## src/hw/rtl/brcs_pkg.sv

```systemverilog
// bell ring cadence sequencer: shared types, codes and reset constants
// used by every rtl file of the block; depends on nothing
`default_nettype none

package brcs_pkg;

  // request function codes
  localparam logic [1:0] FUNC_TICK    = 2'd0;
  localparam logic [1:0] FUNC_START   = 2'd1;
  localparam logic [1:0] FUNC_HANDSET = 2'd2;

  // ring steps
  localparam logic [2:0] STEP_C1_ON  = 3'd0;
  localparam logic [2:0] STEP_C1_OFF = 3'd1;
  localparam logic [2:0] STEP_C2_ON  = 3'd2;
  localparam logic [2:0] STEP_C2_OFF = 3'd3;
  localparam logic [2:0] STEP_SHORT  = 3'd4;
  localparam logic [2:0] STEP_LONG   = 3'd5;

  // configuration register indexes
  localparam int unsigned CFG_IDX_W = 3;
  localparam logic [CFG_IDX_W-1:0] CFG_COIL_TIME       = 3'd0;
  localparam logic [CFG_IDX_W-1:0] CFG_SHORT_PAUSE     = 3'd1;
  localparam logic [CFG_IDX_W-1:0] CFG_LONG_PAUSE      = 3'd2;
  localparam logic [CFG_IDX_W-1:0] CFG_RINGS_PER_BURST = 3'd3;
  localparam logic [CFG_IDX_W-1:0] CFG_GIVE_UP_RINGS   = 3'd4;
  localparam int unsigned CFG_DATA_W = 16;

  // register reset values
  localparam logic [7:0]  COIL_TIME_RST       = 8'd17;
  localparam logic [15:0] SHORT_PAUSE_RST     = 16'd400;
  localparam logic [15:0] LONG_PAUSE_RST      = 16'd1600;
  localparam logic [3:0]  RINGS_PER_BURST_RST = 4'd4;
  localparam logic [7:0]  GIVE_UP_RINGS_RST   = 8'd50;

  typedef enum logic [1:0] {
    MODE_IDLE    = 2'd0,
    MODE_RINGING = 2'd1,
    MODE_PLAYING = 2'd2
  } mode_t;

  typedef struct packed {
    logic [1:0] func;
    logic       handset_down;
  } in_item_t;

  typedef struct packed {
    logic coil_one;
    logic coil_two;
    logic ringing;
    logic playing;
    logic gave_up;
  } out_item_t;

  typedef struct packed {
    logic [7:0]  coil_time;
    logic [15:0] short_pause;
    logic [15:0] long_pause;
    logic [3:0]  rings_per_burst;
    logic [7:0]  give_up_rings;
  } cfg_t;

  typedef struct packed {
    mode_t       mode;
    logic [2:0]  ring_step;
    logic [15:0] step_ticks;
    logic [3:0]  rings_in_burst;
    logic        long_pause_next;
    logic [7:0]  rings_total;
  } state_t;

endpackage

`default_nettype wire

```

## src/hw/rtl/bell_ring_cadence_sequencer_core.sv

```systemverilog
// bell ring cadence sequencer, top level: request register, state and result register
// depends on brcs_pkg, brcs_cfg_regs and brcs_next_state
//
//   channel  direction  handshake             payload
//   in       sink       in_valid / in_ready   in_data  (func, handset_down)
//   out      source     out_valid / out_ready out_data (coils, ringing, playing, gave_up)
//   cfg      sink       cfg_we                cfg_index, cfg_data
//
// one result per request; a request is taken into the request register, and
// once the result register is free or being emptied it updates the state and
// lands in the result register (one request per cycle sustained while results are taken)
// the result register and the request register together hold two requests, so a
// stalled result still lets one more request in
// rst is synchronous: mode idle, all counters cleared, registers at their defaults
`default_nettype none

module bell_ring_cadence_sequencer_core (
  input  wire logic                            clk,
  input  wire logic                            rst,
  input  wire logic                            in_valid,
  output logic                                 in_ready,
  input  wire brcs_pkg::in_item_t              in_data,
  output logic                                 out_valid,
  input  wire logic                            out_ready,
  output brcs_pkg::out_item_t                  out_data,
  input  wire logic                            cfg_we,
  input  wire logic [brcs_pkg::CFG_IDX_W-1:0]  cfg_index,
  input  wire logic [brcs_pkg::CFG_DATA_W-1:0] cfg_data
);

  brcs_pkg::cfg_t      cfg;
  brcs_pkg::state_t    state;
  brcs_pkg::state_t    state_next;
  brcs_pkg::in_item_t  hold;
  brcs_pkg::out_item_t result;
  logic                hold_valid;
  logic                advance;

  brcs_cfg_regs u_cfg (
    .clk       (clk),
    .rst       (rst),
    .cfg_we    (cfg_we),
    .cfg_index (cfg_index),
    .cfg_data  (cfg_data),
    .cfg       (cfg)
  );

  brcs_next_state u_next (
    .st      (state),
    .cfg     (cfg),
    .item    (hold),
    .st_next (state_next),
    .result  (result)
  );

  // held request moves on when the result register is free or being emptied
  assign advance  = hold_valid && (!out_valid || out_ready);
  assign in_ready = !hold_valid || advance;

  // request register
  always_ff @(posedge clk) begin
    if (rst) begin
      hold_valid <= 1'b0;
    end else if (in_ready) begin
      hold_valid <= in_valid;
    end
  end

  always_ff @(posedge clk) begin
    if (in_ready && in_valid) begin
      hold <= in_data;
    end
  end

  // sequencer state, updated once per request as it moves to the result register
  always_ff @(posedge clk) begin
    if (rst) begin
      state.mode            <= brcs_pkg::MODE_IDLE;
      state.ring_step       <= brcs_pkg::STEP_C1_ON;
      state.step_ticks      <= '0;
      state.rings_in_burst  <= '0;
      state.long_pause_next <= 1'b1;
      state.rings_total     <= '0;
    end else if (advance) begin
      state <= state_next;
    end
  end

  // result register
  always_ff @(posedge clk) begin
    if (rst) begin
      out_valid <= 1'b0;
    end else if (advance) begin
      out_valid <= 1'b1;
    end else if (out_ready) begin
      out_valid <= 1'b0;
    end
  end

  always_ff @(posedge clk) begin
    if (advance) begin
      out_data <= result;
    end
  end

  // a moved request always leaves a result behind
  a_advance_loads: assert property (@(posedge clk) disable iff (rst)
    advance |=> out_valid)
    else $error("result register empty after a request moved");

  // the coils never drive together
  a_coils_apart: assert property (@(posedge clk) disable iff (rst)
    out_valid |-> !(out_data.coil_one && out_data.coil_two))
    else $error("both coils driven");

  // a coil only drives while ringing, and ringing excludes playing
  a_coil_ringing: assert property (@(posedge clk) disable iff (rst)
    out_valid && (out_data.coil_one || out_data.coil_two) |->
      out_data.ringing && !out_data.playing)
    else $error("coil driven outside ringing");

  // giving up ends ringing on the same result
  a_gave_up_idle: assert property (@(posedge clk) disable iff (rst)
    out_valid && out_data.gave_up |-> !out_data.ringing && !out_data.playing)
    else $error("gave up while still active");

endmodule

`default_nettype wire

```

## src/hw/rtl/brcs_cfg_regs.sv

```systemverilog
// bell ring cadence sequencer: configuration register file
// depends on brcs_pkg
`default_nettype none

module brcs_cfg_regs (
  input  wire logic                              clk,
  input  wire logic                              rst,
  input  wire logic                              cfg_we,
  input  wire logic [brcs_pkg::CFG_IDX_W-1:0]    cfg_index,
  input  wire logic [brcs_pkg::CFG_DATA_W-1:0]   cfg_data,
  output brcs_pkg::cfg_t                         cfg
);

  always_ff @(posedge clk) begin
    if (rst) begin
      cfg.coil_time       <= brcs_pkg::COIL_TIME_RST;
      cfg.short_pause     <= brcs_pkg::SHORT_PAUSE_RST;
      cfg.long_pause      <= brcs_pkg::LONG_PAUSE_RST;
      cfg.rings_per_burst <= brcs_pkg::RINGS_PER_BURST_RST;
      cfg.give_up_rings   <= brcs_pkg::GIVE_UP_RINGS_RST;
    end else if (cfg_we) begin
      unique case (cfg_index)
        brcs_pkg::CFG_COIL_TIME:       cfg.coil_time       <= cfg_data[7:0];
        brcs_pkg::CFG_SHORT_PAUSE:     cfg.short_pause     <= cfg_data[15:0];
        brcs_pkg::CFG_LONG_PAUSE:      cfg.long_pause      <= cfg_data[15:0];
        brcs_pkg::CFG_RINGS_PER_BURST: cfg.rings_per_burst <= cfg_data[3:0];
        brcs_pkg::CFG_GIVE_UP_RINGS:   cfg.give_up_rings   <= cfg_data[7:0];
        default: ;
      endcase
    end
  end

endmodule

`default_nettype wire

```

## src/hw/rtl/brcs_next_state.sv

```systemverilog
// bell ring cadence sequencer: next state and result for one request
// purely combinational; depends on brcs_pkg
`default_nettype none

module brcs_next_state (
  input  wire brcs_pkg::state_t    st,
  input  wire brcs_pkg::cfg_t      cfg,
  input  wire brcs_pkg::in_item_t  item,
  output brcs_pkg::state_t         st_next,
  output brcs_pkg::out_item_t      result
);

  logic [2:0]  cur_step;
  logic [2:0]  tgt;
  logic [15:0] ticks_inc;
  logic [15:0] step_len;
  logic [3:0]  rib_inc;
  logic [8:0]  rings_inc;
  logic        gave;
  brcs_pkg::state_t nxt;

  always_comb begin
    nxt       = st;
    gave      = 1'b0;
    cur_step  = (st.ring_step > brcs_pkg::STEP_LONG) ? brcs_pkg::STEP_C1_ON : st.ring_step;
    ticks_inc = st.step_ticks + 16'd1;
    rib_inc   = st.rings_in_burst + 4'd1;
    rings_inc = {1'b0, st.rings_total} + 9'd1;
    tgt       = cur_step;

    priority if (cur_step == brcs_pkg::STEP_SHORT) begin
      step_len = cfg.short_pause;
    end else if (cur_step == brcs_pkg::STEP_LONG) begin
      step_len = cfg.long_pause;
    end else begin
      step_len = {8'd0, (cfg.coil_time == 8'd0) ? 8'd1 : cfg.coil_time};
    end

    unique case (item.func)
      brcs_pkg::FUNC_TICK: begin
        if (st.mode == brcs_pkg::MODE_RINGING) begin
          nxt.ring_step  = cur_step;
          nxt.step_ticks = ticks_inc;
          if (ticks_inc >= step_len) begin
            nxt.step_ticks = '0;
            unique case (cur_step)
              brcs_pkg::STEP_C2_OFF: begin
                nxt.rings_in_burst = rib_inc;
                if (rib_inc == cfg.rings_per_burst) begin
                  // burst over: flip the long pause flag, go to short pause
                  nxt.rings_in_burst  = '0;
                  nxt.long_pause_next = !st.long_pause_next;
                  tgt = brcs_pkg::STEP_SHORT;
                end else begin
                  tgt = brcs_pkg::STEP_C1_ON;
                end
              end
              brcs_pkg::STEP_SHORT: begin
                tgt = nxt.long_pause_next ? brcs_pkg::STEP_C1_ON : brcs_pkg::STEP_LONG;
              end
              brcs_pkg::STEP_LONG: tgt = brcs_pkg::STEP_C1_ON;
              default:             tgt = cur_step + 3'd1;
            endcase
            // zero length pauses are skipped
            if (tgt == brcs_pkg::STEP_SHORT && cfg.short_pause == 16'd0) begin
              tgt = nxt.long_pause_next ? brcs_pkg::STEP_C1_ON : brcs_pkg::STEP_LONG;
            end
            if (tgt == brcs_pkg::STEP_LONG && cfg.long_pause == 16'd0) begin
              tgt = brcs_pkg::STEP_C1_ON;
            end
            nxt.ring_step = tgt;
            // back at coil one on: a ring has finished
            if (tgt == brcs_pkg::STEP_C1_ON) begin
              if (rings_inc > {1'b0, cfg.give_up_rings}) begin
                nxt.mode        = brcs_pkg::MODE_IDLE;
                nxt.rings_total = '0;
                nxt.ring_step   = brcs_pkg::STEP_C1_ON;
                nxt.step_ticks  = '0;
                gave            = 1'b1;
              end else begin
                nxt.rings_total = rings_inc[7:0];
              end
            end
          end
        end
      end
      brcs_pkg::FUNC_START: begin
        nxt.rings_total = '0;
        if (st.mode != brcs_pkg::MODE_RINGING) begin
          nxt.ring_step  = brcs_pkg::STEP_C1_ON;
          nxt.step_ticks = '0;
        end
        nxt.mode = brcs_pkg::MODE_RINGING;
      end
      brcs_pkg::FUNC_HANDSET: begin
        priority if (!item.handset_down && st.mode != brcs_pkg::MODE_PLAYING) begin
          nxt.mode        = brcs_pkg::MODE_PLAYING;
          nxt.rings_total = '0;
        end else if (item.handset_down && st.mode == brcs_pkg::MODE_PLAYING) begin
          nxt.mode        = brcs_pkg::MODE_IDLE;
          nxt.rings_total = '0;
        end else begin
        end
      end
      default: ;
    endcase

    st_next         = nxt;
    result.ringing  = (nxt.mode == brcs_pkg::MODE_RINGING);
    result.playing  = (nxt.mode == brcs_pkg::MODE_PLAYING);
    result.coil_one = result.ringing && (nxt.ring_step == brcs_pkg::STEP_C1_ON);
    result.coil_two = result.ringing && (nxt.ring_step == brcs_pkg::STEP_C2_ON);
    result.gave_up  = gave;
  end

endmodule

`default_nettype wire

```

## config.mk

```make
export PLATFORM = sky130hd
export DESIGN_NAME = bell_ring_cadence_sequencer_core
export DESIGN_NICKNAME = d
export VERILOG_FILES = /design/src/hw/rtl/brcs_pkg.sv /design/src/hw/rtl/bell_ring_cadence_sequencer_core.sv /design/src/hw/rtl/brcs_cfg_regs.sv /design/src/hw/rtl/brcs_next_state.sv
export SDC_FILE = /design/constraint.sdc
export NUM_CORES = 1
export LEC_CHECK = 0
export BUFFER_PORTS_ARGS = -buffer_cell sky130_fd_sc_hd__buf_2
export CELL_PAD_IN_SITES_DETAIL_PLACEMENT = 1
export CELL_PAD_IN_SITES_GLOBAL_PLACEMENT = 1
export CORE_ASPECT_RATIO = 1.2
export CORE_MARGIN = 2
export CORE_UTILIZATION = 53
export CTS_BUF_LIST = sky130_fd_sc_hd__clkbuf_4 sky130_fd_sc_hd__clkbuf_8
export CTS_CLUSTER_SIZE = 40
export DETAILED_ROUTE_END_ITERATION = 8
export MAX_ROUTING_LAYER = met4
export PLACE_DENSITY = 0.84
export SLEW_MARGIN = 15
export SYNTH_ARGS = -nofsm -noshare
export SYNTH_HDL_FRONTEND = slang
export SYNTH_HIERARCHICAL = 1
export SYNTH_SLANG_ARGS = --single-unit
```

## constraint.sdc

```tcl
create_clock -name clk -period 11.6 [get_ports clk]
set_input_delay 2.32 -clock clk [delete_from_list [all_inputs] [get_ports clk]]
set_output_delay 2.32 -clock clk [all_outputs]
set_load 0.01 [all_outputs]
```

==> metrics.md <==
| Metric | Value |
|---|---|
| Status | `finished, final reports clean` |
| Synth unique cells | `70` |
| Max Clock Freq | `194 MHz` |
| Buffer and inverter count on the worst path | `2` |
| Cell family with most CP delay | `simple AND/OR/NAND/NOR gates` |
| WL per Instance | `18.3 µm` |
| IO buf count | `33` |
| Routed Wire Length | `about 17000 µm` |
| Starting Density | `0.537` |
| Sequential area share after synthesis | `0.298` |
| Die width | `approximately 110 µm` |
| Die Height | `127 µm` |
| ANT nets after route | `0` |
| Initial detailed-routing violation count | `approximately 230` |
| Cells after Synth | `between 700 and 800` |
| Fin. max-slew vios | `0` |
| CTS tree | `done` |
| Slowest stage delay, CP | `0.17 ns` |
| VDD IR max | `roughly 60 µV` |
| Initial antenna violation count | `0` |
| DP HPWL | `approximately 12000 µm` |
| Vias per cell | `around 6.0` |
| Crit Path Category | `input pin to output port` |
| GRT Overall Usage | `0.273` |
| Final hold violation count | `0` |
| Critical Path Sink Type | `output port` |
| Syn_area_per_cell | `between 8 and 9 µm²` |
| Lkg Pwr | `around 2.7 nW` |
| Largest net degree at the start of global routing | `149` |
| Clock sinks | `96` |
| Transition time of the tightest slew-check pin | `about 1.1 ns` |
| Std cell rows | `45` |
| Clk root buf | `clkbuf_8` |
| First-pass GRT wire length | `29100 µm` |
| Cts bufs inserted | `9` |
| Filler Cell Count | `~1500` |
| Post-CTS Resized | `0` |
| Cell mode on critical path | `buf_2` |
| Clk_skew | `~0.015 ns` |
| Slew headroom | `0.282` |
| Minimum clock period | `between 5 and 6 ns` |
| EDFF count, synth | `8` |
| WP data arrival | `roughly 2.8 ns` |
| Async set-or-reset flop fraction in the synthesized netlist | `0` |
| Final GP Congestion | `0.820` |
| GRT Residual Overflow | `0` |
| Core area | `between 0.01 and 0.015 mm²` |
| Cell Chain, Critical Path | `buf_2 -> nor2b_4 -> nand2_1 -> buf_2` |
| DRC viols | `0` |
| H-Tree Depth | `3` |
| Die Area | `around 0.014 mm²` |
| WP data required | `9.28 ns` |
| N_diodes | `0` |
| Unrepaired setup endpoints after global routing | `no` |
| Final setup fails | `0` |
| Period utilization | `0.444` |
| Crit path max-delay cell type | `nor2b_4` |
| Post-Syn Nets | `between 800 and 900` |
| TNS Setup | `0 ns` |
| Hold Path Class | `flop to flop` |
| Clk buf depth | `2` |
| Boundary pin count | `34` |
| Worst skew pair latency | `roughly 0.37 ns` |
| Footprint of the multi-input gates | `0.00444 mm²` |
| # Post-CTS Setup Buffers | `0` |
| Yosys reg bits | `96` |
| Clock slew at reported path FFs | `~0.090 ns` |
| Ys flop type | `dfxtp_1` |
| Syn-to-layout area delta | `5.81%` |
| Reg area | `about 0.002 mm²` |
| First-pass DRT Iterations | `5` |
| Final #Nets | `around 840` |
| Vias | `between 5000 and 6000` |
| Vias in the first global route | `roughly 6000` |
| WHS | `roughly 0.50 ns` |
| Synth Cell Area | `0.00672 mm²` |
| Ys Warns | `6` |
| Critical Path Fanout Max | `4` |
| Post-CTS Hold Buffers | `0` |
| Pwr dens | `89.4 mW/mm²` |
| Maxcap violations | `0` |
| Layout cells sized above 1 | `0.0992` |
| Crit path launch type | `input pin` |
-- layout by cell type (no fill, tap or decap), drive strengths merged, types with 4 or more instances in the layout --
master  instances
ha             29
nor4           12
clkbuf         10
edfxtp          8
o21ai          30
xor2            7
nor2           54
o31ai          11
nand2          52
o21a            6
mux2i          96
mux2            8
clkinv          4
nor2b           5
a22o           11
nand2b        129
dfxtp          88
o211ai          6
inv            15
buf            39
nand4           7
nand3          18
xnor2          20
o21bai         12
a22oi           4
a21oi          33
or2             5
nor3            9
and3            8
-- registers in the layout, indices dropped and copies added, names as in the netlist --
signal / cells
hold_valid: 1
state: 34
out_data: 5
hold: 3
u_cfg/cfg: 52
out_valid: 1
-- per-layer routing --
layer | up-vias | global-route usage | wire (µm)
met2 | 113 | 0.472 | 8640
met3 | 34 | 0.0337 | 504
met5 | - | - | 0
li1 | 2769 | - | -
met1 | 2779 | 0.326 | 7770
met4 | 0 | 0.0947 | 465
-- power by group --
group | switching [W] | total (W) | leakage (nW) | internal (W)
Clock | 0.000120 | 0.000225 | 0.102 | 0.000105
Sequential | 0.00000598 | 0.000346 | 0.790 | 0.000340
Combinational | 0.0000365 | 0.0000643 | 1.80 | 0.0000278
-- synth_stat cells, types with 12 or more instances --
cell type,count,area share
nand3_1,18,0.013
inv_1,15,0.0084
xnor2_1,20,0.026
ha_1,29,0.054
clkbuf_1,35,0.020
nor2_1,54,0.030
a21oi_1,33,0.025
o21ai_0,29,0.022
dfxtp_1,88,0.26
nand2_1,52,0.029
o21bai_1,12,0.013
mux2i_1,96,0.14
nand2b_1,129,0.12
-- final timing paths --
| path | startpoint | cells past startpoint | slack [ns] | end |
|---|---|---|---|---|
| setup / recovery | out_ready | 4 | 6.44 | in_ready |
| hold / removal | u_cfg/cfg[7]$_SDFFE_PP0P_ | 2 | 0.50 | u_cfg/cfg[7]$_SDFFE_PP0P_ |
| setup reg to reg | state[31]$_SDFFE_PP0P_ | 14 | 6.79 | state[15]$_SDFFE_PP0P_ |
| hold reg to reg | u_cfg/cfg[7]$_SDFFE_PP0P_ | 2 | 0.50 | u_cfg/cfg[7]$_SDFFE_PP0P_ |
-- cell type report --
class | instances | share of cell area
inverter | 15 | 0.00792
multi-input combinational | 621 | 0.624
clock buffer | 10 | 0.0194
timing repair buffer | 39 | 0.0296
sequential | 96 | 0.282
tap | 164 | 0.0289
clock inverter | 5 | 0.00810
-- worst register-to-register path: stages, from the launching register on --
cell and delay [ns]:
dfxtp_1 0.49, nor2b_1 0.79, inv_1 0.46, nor2_1 0.20, a21oi_1 0.06, ha_1 0.31, a21oi_1 0.15, nor3_1 0.07
a2111oi_0 0.51, o21a_1 0.57, nand2_1 0.40, o31a_1 0.34, o2bb2ai_1 0.19, nand2b_1 0.10, mux2i_1 0.13
-- metrics by stage --
step	utilization	worst slack (ns)	power, W	cell area, µm²	cells
after global routing	0.568	6.26	0.000661	7110	950
after CTS	0.568	6.44	0.000643	7110	950
final	0.568	6.44	0.000635	7110	950
after floorplan	-	6.73	0.000398	6720	781
after detailed placement	0.553	6.44	0.000418	6910	935
after global placement	0.553	6.48	0.000414	6910	935
-- cells by family (layout without fill, tap and decap cells) --
| family | after synthesis | in the layout | synth area share |
|---|---|---|---|
| adders and majority gates | 29 | 29 | 0.0540 |
| muxes | 104 | 104 | 0.157 |
| buffers and inverters | 64 | 69 | 0.0429 |
| AOI/OAI and AO/OA | 139 | 139 | 0.143 |
| and+or+nand+nor | 321 | 321 | 0.266 |
| DFF | 96 | 96 | 0.298 |
| xor gates and xnor gates | 28 | 28 | 0.0388 |
(Power assumes the default switching activity.)
